File: config.mk
export PLATFORM = sky130hd
export DESIGN_NAME = rtdc_front
export DESIGN_NICKNAME = d
export VERILOG_FILES = /design/src/hdl/rtdc_pkg.sv /design/src/hdl/rtdc_front.sv
export SDC_FILE = /design/constraint.sdc
export NUM_CORES = 2
export LEC_CHECK = 0
export BUFFER_PORTS_ARGS = -buffer_cell sky130_fd_sc_hd__buf_2
export CAP_MARGIN = 20
export CORE_MARGIN = 4
export CORE_UTILIZATION = 28
export CTS_CLUSTER_SIZE = 25
export DETAILED_ROUTE_END_ITERATION = 8
export PLACE_DENSITY = 0.46
export SYNTH_ARGS = -nofsm -noshare
export SYNTH_HDL_FRONTEND = slang
export SYNTH_SLANG_ARGS = --single-unit
File: constraint.sdc
create_clock -name clk -period 13.1 [get_ports clk]
set_input_delay 2.62 -clock clk [delete_from_list [all_inputs] [get_ports clk]]
set_output_delay 2.62 -clock clk [all_outputs]
set_load 0.005 [all_outputs]
File: src/hdl/rtdc_pkg.sv
// shared types and constants of the rtd code to temperature converter
`default_nettype none

package rtdc_pkg;

	// field and register widths
	localparam int CODE_W = 15;
	localparam int NOM_W  = 10;
	localparam int REF_W  = 14;
	localparam int N_W    = 29;
	localparam int M_W    = 25;
	localparam int W_W    = 28;
	localparam int E_W    = 57;
	localparam int P_W    = 36;

	// configuration register indexes
	localparam logic CFG_RTD_NOMINAL  = 1'b0;
	localparam logic CFG_REF_RESISTOR = 1'b1;

	// queue between front and back
	localparam int FIFO_DEPTH = 4;
	localparam int FIFO_AW    = 2;

	// callendar-van dusen constants, scaled
	localparam logic [30:0] CVD_K     = 31'd1527480889;
	localparam logic [27:0] CVD_B4    = 28'd231000000;
	localparam logic [31:0] CVD_AQ    = 32'd2561343488;
	localparam logic [24:0] CVD_SCALE = 25'd20000000;
	localparam logic [26:0] BIG_K     = 27'd67108865;

	// divider and root sizes
	localparam int UQ_QB      = 35;
	localparam int F_QB       = 63;
	localparam int RQ_QB      = 27;
	localparam int SQ_IN_W    = 64;
	localparam int SQ_OUT_W   = SQ_IN_W / 2;
	localparam int NN_W       = 61;
	localparam int POLY_STEPS = 5;

	// polynomial coefficients, c_k scaled by 2^(10k+16)
	localparam int ACC_W = 36;
	localparam logic signed [ACC_W-1:0] POLY_COEF [6] = '{
		-36'sd15861023, 36'sd149169583, 36'sd177701695,
		-36'sd339599559, -36'sd2030799173, 36'sd11247348797
	};

	typedef struct packed {
		logic [M_W-1:0] m;
		logic [W_W-1:0] w;
		logic [E_W-1:0] e;
		logic [P_W-1:0] p;
		logic           root;
		logic           big;
	} item_t;

	typedef struct packed {
		logic               empty;
		logic [FIFO_AW:0]   count;
	} fifo_stat_t;

endpackage

`default_nettype wire

File: src/hdl/rtdc_front.sv
// front end: config registers, resistance products and path classification
`default_nettype none

module rtdc_front (
	input  wire logic                          clk,
	input  wire logic                          arst_n,
	input  wire logic [rtdc_pkg::CODE_W-1:0]   rtd_code,
	input  wire logic                          code_valid,
	output logic                               code_stall,
	input  wire logic                          cfg_valid,
	output logic                               cfg_ready,
	input  wire logic                          cfg_index,
	input  wire logic [rtdc_pkg::REF_W-1:0]    cfg_data,
	input  rtdc_pkg::fifo_stat_t               fifo_stat,
	output logic                               wr_en,
	output rtdc_pkg::item_t                    wr_item
);

	logic [rtdc_pkg::NOM_W-1:0] nom_q;
	logic [rtdc_pkg::REF_W-1:0] ref_q;
	logic                       valid_s1;
	logic [rtdc_pkg::N_W-1:0]   n_s1;
	logic [rtdc_pkg::M_W-1:0]   m_s1;
	logic [rtdc_pkg::NOM_W-1:0] nom_eff;
	logic                       accept;
	logic [rtdc_pkg::N_W-1:0]   w_full;
	logic [rtdc_pkg::E_W-1:0]   prod_k;
	logic [rtdc_pkg::E_W-1:0]   prod_b;
	logic [rtdc_pkg::P_W-1:0]   p;
	logic                       ge;

	assign cfg_ready = 1'b1;

	always_ff @(posedge clk or negedge arst_n) begin
		if (!arst_n) begin
			nom_q <= rtdc_pkg::NOM_W'(100);
			ref_q <= rtdc_pkg::REF_W'(430);
		end else if (cfg_valid) begin
			case (cfg_index)
				rtdc_pkg::CFG_RTD_NOMINAL:  nom_q <= cfg_data[rtdc_pkg::NOM_W-1:0];
				rtdc_pkg::CFG_REF_RESISTOR: ref_q <= cfg_data;
				default: ;
			endcase
		end
	end

	// keep one slot free for the word in s1
	assign code_stall = fifo_stat.count >= (rtdc_pkg::FIFO_AW+1)'(rtdc_pkg::FIFO_DEPTH - 1);
	assign accept     = code_valid && !code_stall;
	assign nom_eff    = (nom_q == '0) ? rtdc_pkg::NOM_W'(1) : nom_q;

	always_ff @(posedge clk or negedge arst_n) begin
		if (!arst_n) begin
			valid_s1 <= 1'b0;
		end else begin
			valid_s1 <= accept;
		end
	end

	always_ff @(posedge clk) begin
		if (accept) begin
			n_s1 <= rtdc_pkg::N_W'(rtd_code) * rtdc_pkg::N_W'(ref_q);
			m_s1 <= {nom_eff, 15'b0};
		end
	end

	// root usable when x >= 1 and the discriminant is not negative
	assign ge     = n_s1 >= rtdc_pkg::N_W'(m_s1);
	assign w_full = n_s1 - rtdc_pkg::N_W'(m_s1);
	assign prod_k = rtdc_pkg::E_W'(rtdc_pkg::CVD_K) * rtdc_pkg::E_W'(m_s1);
	assign prod_b = rtdc_pkg::E_W'(rtdc_pkg::CVD_B4) * rtdc_pkg::E_W'(w_full);
	assign p      = rtdc_pkg::P_W'(n_s1) * rtdc_pkg::P_W'(100);

	assign wr_en        = valid_s1;
	assign wr_item.m    = m_s1;
	assign wr_item.w    = w_full[rtdc_pkg::W_W-1:0];
	assign wr_item.e    = prod_k - prod_b;
	assign wr_item.p    = p;
	assign wr_item.root = ge && (prod_k >= prod_b);
	// ratio above 1024: polynomial input pinned there
	assign wr_item.big  = {p, 16'b0} >= (52'(rtdc_pkg::BIG_K) * 52'(m_s1));

endmodule

`default_nettype wire

# Yosys cells after proc, flatten, opt, wreduce, memory -nomap -nowiden
# Index checks and enable logic that the tools add are counted.
[totals]
register_bits = 64
out_inout_bits = 151
elab_cells = 23
[classes]
addsub = 2
mul = 5
magnitude_cmp = 4
bitwise = 1
reduce_logical = 6
[ops]
columns = ["operator", "count"]
rows = [
  ["$ge 56x57->1", 1],
  ["$sub 56x57->57", 1],
  ["$ge 52x52->1", 1],
  ["$mul 22x29->51 const A", 1],
  ["$mul 31x10->41 const A", 1],
  ["$mul 27x10->37 const A", 1],
  ["$mul 29x5->34 const B", 1],
  ["$ge 29x25->1", 1],
  ["$mul 15x14->29", 1],
  ["$sub 29x25->29", 1],
  ["$logic_not 10->1", 1],
  ["$reduce_and 2->1", 2],
  ["$ge 3x2->1 const B", 1],
  ["$logic_and 1x1->1", 2],
  ["$logic_not 1->1", 1],
  ["$not 1->1", 1],
]

# Longest topological paths before layout
[logic_depth]
word_depth = 4
ltp_mapped = 52

# Least setup slack after synthesis
# OpenSTA, ideal clock, no wires.
[synth_path]
kind = "register -> output"
from = "register m_s1[15] (netlist name)"
to = "output wr_item[1] (netlist name)"
t_arrival_ns = 10.631
required_time_ns = 10.480
setup_slack_ns = -0.151
path_stages_with_launch = 46
path_cell_list = "edfxtp_1 -> ha_1 -> inv_1 -> fa_1 -> a21o_1 -> a21oi_1 -> o21bai_1 -> a21oi_1 -> o21bai_1 -> a21oi_1 -> nor3b_1 -> or3_1 -> clkbuf_1 -> inv_2 -> xnor2_1 -> ha_1 -> fa_1 -> inv_1 -> (+10 left out) -> ha_1 -> clkbuf_1 -> a21o_1 -> a211oi_1 -> o21ai_0 -> o21ai_1 -> o21ai_0 -> a311oi_1 -> xor2_1 -> ha_1 -> nand2_1 -> nor2_1 -> nand4_1 -> or3_1 -> or4_1 -> o21ai_0 -> a31oi_1 -> a311oi_1"
[synth_lines]
columns = ["item", "line_no", "source"]
rows = [
  ["from (decl)", "rtdc_front.sv:23", "logic [rtdc_pkg::M_W-1:0] m_s1;"],
  ["from (signal assigned)", "rtdc_front.sv:63", "m_s1 <= {nom_eff, 15'b0};"],
  ["to (decl)", "rtdc_front.sv:16", "output rtdc_pkg::item_t wr_item"],
]

==> summary.txt <==
Yosys
  • Sequential share of the synthesized area: 5.65%
  • Async SR Flop Fraction: 39.1%
  • Cell count after synthesis: 3595
  • Area leader, netlist: fa_1
  • Synth area leaders: fa_1 30%, ha_1 25%, inv_1 10%, xnor2_1 4.2%, edfxtp_1 3.7%
  • Mapped Area: 32000 µm²
  • Count of cell types in the netlist: 81
  • EDFF count, synth: 39
  • Most common cell in the synthesized netlist: inv_1
  • Flops & latches, synth: 64
  • Mean post-synth cell area: 8.90 µm²
  • Top cells by count, synth: 868 x inv_1, 635 x ha_1, 473 x fa_1
  • Ys Warns: 0
  • Post-synth top area share: 29.6%
  • Most used DFF post-synth: edfxtp_1

Routing
  • DR DRC count: 0
  • Via Count: 25400
  • Top sig layer: met5
  • DR WL met2: 51100 µm
  • Met3 wire len: 3460 µm
  • Drt pass-1 iters: 5
  • M1 wire length: 45000 µm
  • Routed Antenna Nets: 0
  • Wire per inst: 18.5 µm
  • Vias per cell: 4.62
  • DRT iter0 DRCs: 1176
  • Routed WL: 102000 µm

Worst setup path
  • Crit Path Max Fanout: 4
  • Reg2reg path depth: 21
  • CP most frequent cell: fa_1
  • Setup crit end: wr_item[1]
  • Kind of critical path: reg -> out
  • WP data required: 10480 ps
  • CP Data Arrival Time: 10610 ps
  • Worst Setup SP: n_s1[15]
  • Slowest stage delay, CP: 540 ps
  • Reg-to-reg slack, setup: 6180 ps
  • RR Endpoint: n_s1[27]
  • Reg-to-reg startpoint: ref_q[5]
  • Setup crit end kind: primary output
  • Crit start category: flop
  • Slowest-stage cell, CP: fa_1

Cells and area
  • ANT cells: 0
  • Finished Layout Cells: 5508
  • Share of post-route cells with drive strength above 1: 17.6%
  • Nets: 5149
  • Final design area excluding fillers: 38200 µm²
  • P&R area growth vs syn: 19.4%

GRT
  • Largest net degree at the start of global routing: 41
  • Initial antenna violation count: 5
  • First-pass GRT wire length: 159000 µm
  • Number of global-route vias before repair: 27000
  • Gr ovfl total: 0
  • GRT Util Overall: 17.0%

Timing
  • Setup violations, final: 2
  • Fin crit share: 101%
  • Pins over their slew limit: 0
  • Relative slew slack: 24.0%
  • Final hold violation count: 0
  • Minimum clock period: 13230 ps
  • Clock skew: 6.34 ps
  • RSZ-0062 raised after global routing: yes
  • Worst setup margin: -126 ps
  • Slew @ Worst Pin: 1130 ps
  • Sum of negative setup slack: -218 ps
  • Max frequency: 0.0756 GHz

Floorplan
  • Num ports: 189
  • Die outline height: 346 µm
  • Placeable Area: 113000 µm²
  • Die area: 120000 µm²
  • Core Rows: 123
  • Die W: 346 µm
  • Starting Density: 28.3%

Clock network
  • CTS tree: built
  • Clock tree buffer depth: 2
  • H-tree depth: 3
  • Root buf cell: clkbuf_16
  • CTS Buf Count: 9
  • Reg clk slew, reported paths: 50 ps
  • Clock sink total: 64
  • Clock Latency Late Sink: 340 ps

Status
  • Failing checks: negative setup slack
  • Status: complete, but fails checks

Placement
  • Dpl cell area: 36300 µm²
  • Placed Cells incl. Taps: 5450
  • Dpl hpwl: 90900 µm
  • Gpl congestion: 0.900
  • Number of port buffers: 163

Run
  • Max-cap violation count: 0

Min path
  • Type of the most critical hold path: reg -> reg
-- cell type report --
class	instances	area, µm²
inverters	870	3270
well taps	1500	1880
flip-flops and latches	64	1810
repair buffers	483	3330
clock inverters	2	12.5
clock buffers	14	328
fillers	12000	74800
multi-input cells	2575	27600
-- metrics by stage --
| step | hold WS (ps) | utilization (%) | setup slack [ps] |
|---|---|---|---|
| finish | 481 | 33.8 | -126 |
| global route | 504 | 33.8 | -576 |
| CTS | 489 | 32.9 | -172 |
| detailed placement | 469 | 32.2 | -775 |
| global placement | 467 | 32.2 | -714 |
| floorplan | 482 | - | 30.2 |
-- worst max-delay path: cells and delay by family, from the launching register on --
family,cells,cell delay [ps]
AOI/OAI and AO/OA,15,2130
adders and majority gates,10,4090
buffers and inverters,11,1120
and+or+nand+nor,9,1990
DFF,1,400
xor gates and xnor gates,3,480
-- kinds of logic (layout without fill, tap and decap cells) --
group,after synthesis,in the layout,synth area share [%]
DFF,64,64,5.65
and+or+nand+nor,641,641,9.76
muxes,25,25,0.876
other,2,24,0.0235
AOI/OAI and AO/OA,561,561,11.3
buffers and inverters,978,1369,12.0
adders and majority gates,1111,1111,54.5
xor gates and xnor gates,213,213,5.83
-- worst min path at each step --
stage,slack [ps],cells after the start,startpoint,end
after floorplan,480,1,nom_q[0],nom_q[0]
after detailed placement,470,0,nom_q[7],m_s1[22]
final,480,0,nom_q[9],m_s1[24]
after CTS,490,0,nom_q[7],m_s1[22]
after global placement,470,0,nom_q[7],m_s1[22]
after global routing,500,0,nom_q[8],m_s1[23]
-- routing by layer --
layer	vias up	global-route usage (%)
li1	12300	-
met2	460	30.8
met4	2	3.29
met1	12600	22.2
met5	-	0
met3	79	1.22
-- cell usage in the layout (no fill, tap or decap), types with 13 or more instances in the layout --
cell type / n
nor3_1: 36
nor2_1: 98
clkbuf_16: 13
buf_2: 162
inv_1: 853
and3_1: 19
o21a_1: 19
and2_1: 88
xnor2_2: 13
buf_4: 302
ha_4: 21
o211ai_1: 16
nand3_1: 39
conb_1: 24
o21ai_1: 19
nand2_1: 238
xor2_1: 51
inv_2: 14
a31oi_1: 26
o21bai_1: 31
nand4_1: 19
a21oi_1: 158
ha_1: 610
a211oi_1: 14
nand2b_1: 18
nor2b_1: 20
a21o_1: 97
dfrtp_1: 16
fa_1: 470
a21oi_2: 21
edfxtp_1: 39
o21ai_0: 65
buf_6: 17
mux2_2: 24
xnor2_1: 133
-- state kept, by name, indices dropped and copies added, names as in the netlist --
name   count
ref_q     14
wr_en      1
nom_q     10
m_s1      10
n_s1      29
-- what timing repair did --
action | in CTS | in global routing
setup endpoints to repair | 17 | 17
setup buffers | 19 | 28
pin swaps | 45 | 107
hold buffers | 0 | 0
gates resized for setup | 72 | 139
Power is left out: the tool's default activity adds up to more than one toggle a clock period on the data nets, which glitch-free logic cannot reach.
